### config.mk
export PLATFORM = sky130hd
export DESIGN_NAME = gregorian_datetime_converter_flat
export DESIGN_NICKNAME = d
export VERILOG_FILES = /design/src/sv/gdc_pkg.sv /design/src/sv/gdc_if.sv /design/src/sv/gdc_datapath.sv /design/src/sv/gdc_ctrl.sv /design/src/sv/gregorian_datetime_converter.sv /design/src/flat_wrapper.sv
export SDC_FILE = /design/constraint.sdc
export NUM_CORES = 2
export LEC_CHECK = 0
export BUFFER_PORTS_ARGS = -buffer_cell sky130_fd_sc_hd__buf_2
export CAP_MARGIN = 15
export CORE_ASPECT_RATIO = 0.7
export CORE_MARGIN = 2
export CORE_UTILIZATION = 55
export CTS_BUF_LIST = sky130_fd_sc_hd__clkbuf_4 sky130_fd_sc_hd__clkbuf_8
export CTS_CLUSTER_SIZE = 16
export DETAILED_ROUTE_END_ITERATION = 10
export HOLD_SLACK_MARGIN = 0.12
export MAX_ROUTING_LAYER = met4
export PLACE_DENSITY = 0.73
export SETUP_SLACK_MARGIN = 0.2
export SYNTH_ARGS = -nofsm -noshare
export SYNTH_HDL_FRONTEND = slang
export SYNTH_HIERARCHICAL = 1
export SYNTH_SLANG_ARGS = --single-unit
### constraint.sdc
create_clock -name clock -period 13.21 [get_ports clock]
set_input_delay 0.6605 -clock clock [delete_from_list [all_inputs] [get_ports clock]]
set_output_delay 0.6605 -clock clock [all_outputs]
set_load 0.01 [all_outputs]
### src/sv/gdc_pkg.sv
`timescale 1ns / 1ps
package gdc_pkg;

   localparam int unsigned SecsInDay = 86400;
   localparam int unsigned DaysIn400 = 146097;
   localparam int unsigned DaysIn100 = 36524;
   localparam int unsigned DaysIn4 = 1461;
   localparam int unsigned DaysIn1 = 365;
   localparam int unsigned YearMax = 16383;

   typedef struct packed {
      logic        mode;
      logic [13:0] in_year;
      logic [3:0]  in_month;
      logic [4:0]  in_day;
      logic [4:0]  in_hour;
      logic [5:0]  in_minute;
      logic [5:0]  in_second;
      logic [38:0] in_total_seconds;
   } req_type;

   typedef struct packed {
      logic [38:0] out_total_seconds;
      logic [13:0] out_year;
      logic [3:0]  out_month;
      logic [4:0]  out_day;
      logic [4:0]  out_hour;
      logic [5:0]  out_minute;
      logic [5:0]  out_second;
      logic [2:0]  weekday;
      logic        valid_res;
   } rsp_type;

   // one step per command
   typedef struct packed {
      logic load;
      logic step;
      logic [4:0] op;
   } cmd_type;

   typedef struct packed {
      logic done;
   } sts_type;

   localparam logic [4:0] OpLoad   = 5'd0;
   localparam logic [4:0] OpTod    = 5'd1;
   localparam logic [4:0] OpDays   = 5'd2;
   localparam logic [4:0] OpMul    = 5'd3;
   localparam logic [4:0] OpTotal  = 5'd4;
   localparam logic [4:0] OpDiv    = 5'd5;
   localparam logic [4:0] OpDivFix = 5'd6;
   localparam logic [4:0] OpQ400   = 5'd7;
   localparam logic [4:0] OpQ100   = 5'd8;
   localparam logic [4:0] OpQ4     = 5'd9;
   localparam logic [4:0] OpQ1     = 5'd10;
   localparam logic [4:0] OpMonth  = 5'd11;
   localparam logic [4:0] OpClock  = 5'd12;
   localparam logic [4:0] OpFinish = 5'd13;

   function automatic logic leap_year(input logic [15:0] y);
      logic [15:0] q4;
      logic [15:0] q100;
      logic [15:0] q400;
      q4 = y >> 2;
      q100 = 16'((32'(y) * 32'd5243) >> 19);
      q400 = q100 >> 2;
      return ((y - 16'(q100 * 16'd100)) == 16'd0) ? ((q100 - (q400 << 2)) == 16'd0)
         : ((y - (q4 << 2)) == 16'd0);
   endfunction

   function automatic logic [4:0] month_length(input logic [15:0] y, input logic [3:0] m);
      logic [4:0] r;
      case (m)
         4'd1, 4'd3, 4'd5, 4'd7, 4'd8, 4'd10, 4'd12: r = 5'd31;
         4'd4, 4'd6, 4'd9, 4'd11: r = 5'd30;
         4'd2: r = leap_year(y) ? 5'd29 : 5'd28;
         default: r = 5'd0;
      endcase
      return r;
   endfunction

endpackage

### src/sv/gdc_if.sv
`timescale 1ns / 1ps
interface gdc_req_if;
   logic valid;
   logic ready;
   gdc_pkg::req_type data;
   modport source (output valid, output data, input ready);
   modport sink (input valid, input data, output ready);
endinterface

interface gdc_rsp_if;
   logic valid;
   logic ready;
   gdc_pkg::rsp_type data;
   modport source (output valid, output data, input ready);
   modport sink (input valid, input data, output ready);
endinterface

### src/sv/gdc_datapath.sv
`timescale 1ns / 1ps
module gdc_datapath (
   input  logic              clock,
   input  gdc_pkg::cmd_type  cmd,
   input  gdc_pkg::req_type  req,
   output gdc_pkg::rsp_type  rsp
);

   logic [38:0] total_ff, total_in;
   logic [16:0] tod_ff, tod_in;
   logic [22:0] days_ff, days_in;
   logic [22:0] r_ff, r_in;
   logic [15:0] year_ff, year_in;
   logic [3:0]  month_ff, month_in;
   logic [4:0]  cnt_ff, cnt_in;
   logic        valid_ff, valid_in;
   logic        ok_ff, ok_in;
   logic [63:0] prod_ff, prod_in;
   gdc_pkg::req_type req_ff, req_in;
   gdc_pkg::rsp_type rsp_ff, rsp_in;

   logic [15:0] n_year;
   logic [4:0]  len;
   logic [16:0] t_raw;
   logic [22:0] q;
   logic [22:0] qt;
   logic [4:0]  hr;
   logic [16:0] rem_h;
   logic [5:0]  mn;
   logic [2:0]  wd;

   assign n_year = 16'(req.in_year) - 16'd1;
   assign len = gdc_pkg::month_length(year_ff, month_ff);
   assign t_raw = 17'(req.in_hour) * 17'd3600 + 17'(req.in_minute) * 17'd60
      + 17'(req.in_second);
   assign hr = 5'((32'(tod_ff) * 32'd37283) >> 27);
   assign rem_h = tod_ff - 17'(hr) * 17'd3600;
   assign mn = 6'((32'(rem_h) * 32'd34953) >> 21);
   assign q = 23'(prod_ff);
   assign wd = 3'((32'(days_ff + 23'd1) - 32'((64'(days_ff + 23'd1) * 64'd613566757) >> 32)
      * 32'd7) & 32'd7);

   always_comb begin
      total_in = total_ff;
      tod_in = tod_ff;
      days_in = days_ff;
      r_in = r_ff;
      year_in = year_ff;
      month_in = month_ff;
      cnt_in = cnt_ff;
      valid_in = valid_ff;
      ok_in = ok_ff;
      prod_in = prod_ff;
      req_in = req_ff;
      rsp_in = rsp_ff;
      qt = 23'd0;
      if (cmd.load) begin
         req_in = req;
      end
      if (cmd.step) begin
         case (cmd.op)
            gdc_pkg::OpLoad: begin
               year_in = 16'(req.in_year);
               month_in = 4'd1;
               r_in = 23'((32'(n_year) * 32'd365) + 32'(n_year >> 2));
               cnt_in = 5'd0;
               tod_in = (t_raw > 17'(gdc_pkg::SecsInDay)) ? 17'(gdc_pkg::SecsInDay) : t_raw;
               ok_in = req.in_year != 14'd0 && req.in_month >= 4'd1 && req.in_month <= 4'd12
                  && req.in_day != 5'd0
                  && req.in_day <= gdc_pkg::month_length(16'(req.in_year), req.in_month);
               prod_in = 64'((32'(n_year) * 32'd5243) >> 19);
            end
            gdc_pkg::OpTod: begin
               r_in = r_ff - 23'(prod_ff[15:0]) + 23'(prod_ff[15:2]);
               days_in = 23'(req_ff.in_day) - 23'd1;
            end
            gdc_pkg::OpDays: begin
               if (month_ff < req_ff.in_month) begin
                  days_in = days_ff + 23'(len);
                  month_in = month_ff + 4'd1;
               end
            end
            gdc_pkg::OpMul: prod_in = 64'(r_ff + days_ff) * 64'(gdc_pkg::SecsInDay);
            gdc_pkg::OpTotal: begin
               if (req_ff.mode) begin
                  total_in = req_ff.in_total_seconds;
                  valid_in = 1'b1;
               end else if (ok_ff) begin
                  total_in = 39'(prod_ff) + 39'(tod_ff);
                  valid_in = tod_ff < 17'(gdc_pkg::SecsInDay);
               end else begin
                  total_in = 39'd0;
                  valid_in = 1'b0;
               end
            end
            gdc_pkg::OpDiv: prod_in = (64'(total_ff[38:7]) * 64'd3257812231) >> 41;
            gdc_pkg::OpDivFix: begin
               days_in = q;
               tod_in = 17'(total_ff - 39'(q) * 39'(gdc_pkg::SecsInDay));
            end
            gdc_pkg::OpQ400: begin
               qt = 23'((64'(days_ff) * 64'd7525902) >> 40);
               year_in = 16'(qt * 23'd400);
               r_in = days_ff - 23'(32'(qt) * 32'(gdc_pkg::DaysIn400));
               if (r_in >= 23'(gdc_pkg::DaysIn400)) begin
                  r_in = r_in - 23'(gdc_pkg::DaysIn400);
                  year_in = year_in + 16'd400;
               end
            end
            gdc_pkg::OpQ100: begin
               if (cnt_ff < 5'd3 && r_ff >= 23'(gdc_pkg::DaysIn100)) begin
                  r_in = r_ff - 23'(gdc_pkg::DaysIn100);
                  year_in = year_ff + 16'd100;
                  cnt_in = cnt_ff + 5'd1;
               end
            end
            gdc_pkg::OpQ4: begin
               qt = 23'((32'(r_ff) * 32'd45934) >> 26);
               r_in = r_ff - 23'(32'(qt) * 32'(gdc_pkg::DaysIn4));
               year_in = year_ff + 16'(qt << 2);
               cnt_in = 5'd0;
            end
            gdc_pkg::OpQ1: begin
               if (cnt_ff < 5'd3 && r_ff >= 23'(gdc_pkg::DaysIn1)) begin
                  r_in = r_ff - 23'(gdc_pkg::DaysIn1);
                  year_in = year_ff + 16'd1;
                  cnt_in = cnt_ff + 5'd1;
               end else if (cnt_ff != 5'd31) begin
                  year_in = year_ff + 16'd1;
                  month_in = 4'd1;
                  cnt_in = 5'd31;
               end
            end
            gdc_pkg::OpMonth: begin
               if (month_ff < 4'd12 && r_ff >= 23'(len)) begin
                  r_in = r_ff - 23'(len);
                  month_in = month_ff + 4'd1;
               end
            end
            gdc_pkg::OpClock: ;
            gdc_pkg::OpFinish: begin
               rsp_in.out_total_seconds = total_ff;
               rsp_in.weekday = wd + 3'd1;
               if (year_ff > 16'(gdc_pkg::YearMax)) begin
                  rsp_in.out_year = 14'd0;
                  rsp_in.out_month = 4'd0;
                  rsp_in.out_day = 5'd0;
                  rsp_in.out_hour = 5'd0;
                  rsp_in.out_minute = 6'd0;
                  rsp_in.out_second = 6'd0;
                  rsp_in.valid_res = 1'b0;
               end else begin
                  rsp_in.out_year = year_ff[13:0];
                  rsp_in.out_month = month_ff;
                  rsp_in.out_day = 5'(r_ff + 23'd1);
                  rsp_in.out_hour = hr;
                  rsp_in.out_minute = mn;
                  rsp_in.out_second = 6'(rem_h - 17'(mn) * 17'd60);
                  rsp_in.valid_res = valid_ff;
               end
            end
            default: ;
         endcase
      end
   end

   always_ff @(posedge clock) begin
      total_ff <= total_in;
      tod_ff <= tod_in;
      days_ff <= days_in;
      r_ff <= r_in;
      year_ff <= year_in;
      month_ff <= month_in;
      cnt_ff <= cnt_in;
      valid_ff <= valid_in;
      ok_ff <= ok_in;
      prod_ff <= prod_in;
      req_ff <= req_in;
      rsp_ff <= rsp_in;
   end

   assign rsp = rsp_ff;

endmodule

### src/sv/gdc_ctrl.sv
`timescale 1ns / 1ps
module gdc_ctrl (
   input  logic             clock,
   input  logic             reset,
   input  logic             req_valid,
   output logic             req_ready,
   output logic             rsp_valid,
   input  logic             rsp_ready,
   output gdc_pkg::cmd_type cmd
);

   localparam logic [1:0] StIdle = 2'd0;
   localparam logic [1:0] StRun  = 2'd1;
   localparam logic [1:0] StOut  = 2'd2;

   logic [1:0] state_ff, state_in;
   logic [4:0] op_ff, op_in;
   logic [3:0] rep_ff, rep_in;
   logic [3:0] reps;

   always_comb begin
      case (op_ff)
         gdc_pkg::OpDays: reps = 4'd11;
         gdc_pkg::OpQ100: reps = 4'd2;
         gdc_pkg::OpQ1: reps = 4'd3;
         gdc_pkg::OpMonth: reps = 4'd11;
         default: reps = 4'd0;
      endcase
   end

   assign req_ready = state_ff == StIdle;
   assign rsp_valid = state_ff == StOut;

   always_comb begin
      state_in = state_ff;
      op_in = op_ff;
      rep_in = rep_ff;
      cmd.load = 1'b0;
      cmd.step = 1'b0;
      cmd.op = op_ff;
      case (state_ff)
         StIdle: begin
            if (req_valid) begin
               cmd.step = 1'b1;
               cmd.load = 1'b1;
               cmd.op = gdc_pkg::OpLoad;
               op_in = gdc_pkg::OpTod;
               rep_in = 4'd0;
               state_in = StRun;
            end
         end
         StRun: begin
            cmd.step = 1'b1;
            if (rep_ff < reps) begin
               rep_in = rep_ff + 4'd1;
            end else begin
               rep_in = 4'd0;
               op_in = op_ff + 5'd1;
               if (op_ff == gdc_pkg::OpFinish) begin
                  state_in = StOut;
               end
            end
         end
         StOut: begin
            if (rsp_ready) begin
               state_in = StIdle;
            end
         end
         default: state_in = StIdle;
      endcase
   end

   always_ff @(posedge clock) begin
      if (reset) begin
         state_ff <= StIdle;
         op_ff <= gdc_pkg::OpLoad;
         rep_ff <= 4'd0;
      end else begin
         state_ff <= state_in;
         op_ff <= op_in;
         rep_ff <= rep_in;
      end
   end

endmodule

### src/sv/gregorian_datetime_converter.sv
`timescale 1ns / 1ps
// requests: one at a time; a new request is accepted only after the response is taken
// the command sequence includes two month walks plus the century and year steps
// reset: synchronous active high, returns the controller to idle
// no response is pending after reset
module gregorian_datetime_converter (
   input logic clock,
   input logic reset,
   gdc_req_if.sink   req,
   gdc_rsp_if.source rsp
);

   gdc_pkg::cmd_type cmd;

   gdc_ctrl u_ctrl (
      .clock     (clock),
      .reset     (reset),
      .req_valid (req.valid),
      .req_ready (req.ready),
      .rsp_valid (rsp.valid),
      .rsp_ready (rsp.ready),
      .cmd       (cmd)
   );

   gdc_datapath u_datapath (
      .clock (clock),
      .cmd   (cmd),
      .req   (req.data),
      .rsp   (rsp.data)
   );

`ifndef NO_ASSERTIONS
   a_no_accept_busy: assert property (@(posedge clock) disable iff (reset)
      rsp.valid |-> !req.ready) else $error("accept while busy");
   a_weekday: assert property (@(posedge clock) disable iff (reset)
      rsp.valid |-> (rsp.data.weekday != 3'd0)) else $error("bad weekday");
   a_hold: assert property (@(posedge clock) disable iff (reset)
      rsp.valid && !rsp.ready |=> rsp.valid) else $error("response dropped");
`endif

endmodule
### src/flat_wrapper.sv
// flat-port wrapper written by rule: the top's interface ports become plain ports
module gregorian_datetime_converter_flat 
  (clock, reset, req_valid, req_data, req_ready, rsp_valid, rsp_data, rsp_ready);
  gdc_req_if req_i ();
  gdc_rsp_if rsp_i ();
  input logic clock;
  input logic reset;
  input wire logic [$bits(req_i.valid)-1:0] req_valid;
  input wire logic [$bits(req_i.data)-1:0] req_data;
  output wire logic [$bits(req_i.ready)-1:0] req_ready;
  output wire logic [$bits(rsp_i.valid)-1:0] rsp_valid;
  output wire logic [$bits(rsp_i.data)-1:0] rsp_data;
  input wire logic [$bits(rsp_i.ready)-1:0] rsp_ready;
  assign req_i.valid = req_valid;
  assign req_i.data = req_data;
  assign req_ready = req_i.ready;
  assign rsp_valid = rsp_i.valid;
  assign rsp_data = rsp_i.data;
  assign rsp_i.ready = rsp_ready;
  gregorian_datetime_converter u_core (.clock(clock), .reset(reset), .req(req_i), .rsp(rsp_i));
endmodule
==> impl_metrics.json <==
{
  "place_ws_ps": 106,
  "cts_buffer_depth": 3,
  "hold_violations": 0,
  "slowest_delay_ps": 550,
  "hpwl_mm": 217,
  "grt_max_degree": 61,
  "avgViaCountPerCell": 5.74,
  "worst_ep_required_time_ps": 13700,
  "synthArstFlopShare": 0,
  "first_iter_violations": 6118,
  "drive_gt1_frac": 0.0623,
  "tns_ps": 0,
  "route.detailed.drc": 0,
  "grt.overflow.total": 0,
  "ys_warn_count": 6,
  "ios": 169,
  "cts_root_buf": "clkbuf_8",
  "path_max_fanout": 3,
  "area_delta_synth_final_pct": 7.96,
  "portBuffers": 168,
  "die_area_sq_mm": 0.162,
  "synth_seq_cells": 311,
  "ant_nets": 0,
  "syn_nets": 12200,
  "setup_slack_ps": 638,
  "tritoncts": "built",
  "final_cell_mix": "2151 x inv_1, 2035 x ha_1, 1228 x fa_1, 355 x a21oi_1, 318 x xnor2_1",
  "avgSynthCellArea_sq_um": 9.83,
  "path_clk_slew_ps": 70,
  "cp_common_cell": "ha_1",
  "endpoint_kind": "flop",
  "syn_area_sq_mm": 0.0872,
  "status": "complete, no violations",
  "min_path_type": "input pin to flop",
  "synthFlopType": "edfxtp_1",
  "yosysUniqueCellTypes": 106,
  "layout_commonest_cell": "inv_1",
  "slew_headroom": 0.0928,
  "multiInputGateArea_sq_mm": 0.0698,
  "fin_skew_ps": 99.9,
  "drt_pass1_iterations": 8,
  "seq_area_sq_mm": 0.00923,
  "worstPathArrival_ps": 13060,
  "clkLatencyLatePin_ps": 820,
  "rows": 122,
  "grt_setup_unrepaired": "true",
  "layoutNonFillerInstCount": 11400,
  "slew_violations": 0,
  "wl_per_cell_um": 22.3,
  "num_vias": 65600,
  "num-nets-final": 12600,
  "period_minus_slack_ps": 12570,
  "critical-path-slowest-cell": "fa_1",
  "max_cap_violations": 0,
  "grt_pass1_vias": 67200,
  "setup_violations": 0,
  "globalRouteTotalUtil": 0.330,
  "clock.fmax_mhz": 79.5,
  "cts.sinks": 311,
  "die_width_um": 480,
  "critical_path_class": "flop to flop",
  "period_share": 0.952,
  "wl_mm": 255,
  "antenna_found_initial": 10,
  "htreeDepth": 2,
  "synthCells": 8866,
  "core_sq_mm": 0.158,
  "yosysSeqAreaShare": 0.106,
  "grt_first_pass_wirelength_mm": 397,
  "numCtsBuffers": 57,
  "dpl.cell_count": 11200,
  "fill_cells": 13200,
  "setup.worst_path.start_class": "flop",
  "initial_utilization": 0.553,
  "die_height_um": 337,
  "synth_edf_count": 300,
  "max_slew.worst_pin.slew_ps": 1350,
  "gp_congestion": 1.04
}
==> final timing paths <==
| kind | start | cells past startpoint | slack, ps | end |
|---|---|---|---|---|
| hold reg to reg | u_core/u_datapath/total_ff[1] | 0 | 450 | u_core/u_datapath/rsp[45] |
| hold / removal | reset | 2 | 220 | u_core/u_ctrl/rep_ff[1] |
| setup reg to reg | u_core/u_datapath/tod_ff[6] | 56 | 640 | u_core/u_datapath/rsp[9] |
| setup / recovery | u_core/u_datapath/tod_ff[6] | 56 | 640 | u_core/u_datapath/rsp[9] |
==> cell usage after synthesis (27+ instances only) <==
cell	count	area, sq um
nor2_1	265	995
nand3_1	102	510
fa_1	1228	24600
edfxtp_1	300	9010
nor2b_1	64	400
nand4_1	54	338
or3_1	29	181
o22ai_1	42	263
o21ai_0	259	1300
inv_1	2153	8080
nor3_1	77	385
o21bai_1	63	473
xnor2_1	321	2810
xor2_1	155	1360
a21oi_1	361	1810
nand2_1	290	1090
o21a_1	45	338
o31ai_1	27	203
ha_1	2042	25500
clkbuf_1	63	236
a21o_1	188	1410
nand2b_1	51	319
a211oi_1	57	428
and2_1	67	419
and3_1	65	407
a31oi_1	42	263
o211ai_1	27	203
==> sequential cells by signal (all words and copies together) (netlist names) <==
name	cells
u_core/u_datapath/rsp	83
u_core/u_datapath/req_ff	49
u_core/u_datapath/prod_ff	39
u_core/u_datapath/total_ff	39
u_core/u_datapath/days_ff	23
u_core/u_datapath/r_ff	23
u_core/u_datapath/tod_ff	17
u_core/u_datapath/year_ff	16
u_core/u_ctrl/op_ff	5
u_core/u_datapath/cnt_ff	5
u_core/u_ctrl/rep_ff	4
u_core/u_datapath/month_ff	4
u_core/u_ctrl/state_ff	2
u_core/u_datapath/ok_ff	1
u_core/u_datapath/valid_ff	1
==> metrics by stage <==
stage / util / instance area (sq um) / hold slack (ps)
3_3_place_gp: 0.582 / 91700 / 433
3_5_place_dp: 0.582 / 91700 / 436
2_1_floorplan: - / 87200 / 427
5_1_grt: 0.597 / 94100 / 221
6_report: 0.597 / 94100 / 218
4_1_cts: 0.593 / 93500 / 160
==> area by class of cell <==
type | instances | share of cell area
Tap cell | 2108 | 0.0280
Multi-Input combinational cell | 6321 | 0.742
Inverter | 2157 | 0.0861
Timing Repair Buffer | 431 | 0.0325
Sequential cell | 311 | 0.0981
Antenna cell | 8 | 0.000213
Clock buffer | 66 | 0.00906
Clock inverter | 42 | 0.00408
==> timing repair <==
item	4_1_cts	5_1_grt
pin swaps	0	7
hold buffers	49	0
endpoints found under the hold margin	49	0
setup buffers	0	29
setup endpoints to repair	1	61
resized for setup	3	35
==> logic make-up after synthesis <==
| group | Yosys count | share of synthesized area |
|---|---|---|
| adders and majority gates | 3270 | 0.575 |
| and+or+nand+nor | 1166 | 0.0669 |
| xor gates and xnor gates | 477 | 0.0480 |
| muxes | 15 | 0.00178 |
| buffers and inverters | 2234 | 0.0964 |
| AOI/OAI and AO/OA | 1393 | 0.106 |
| DFF | 311 | 0.106 |
==> worst max-delay path, delay by kind of cell (launching register included) <==
family,cells,cell delay (ps)
AOI/OAI and AO/OA,16,2810
and+or+nand+nor,3,320
xor gates and xnor gates,8,1240
buffers and inverters,10,940
adders and majority gates,19,6560
DFF,1,440
==> routing by layer <==
metal  wire, um  track usage  share of wire
met4       6000       0.0678          0.024
met3      27600       0.0814           0.11
met5          0            -              0
met1     114000        0.471           0.45
met2     107000        0.473           0.42
Power is not shown: default switching activity piles up to over one toggle a cycle in this logic, so the estimate is an artifact.
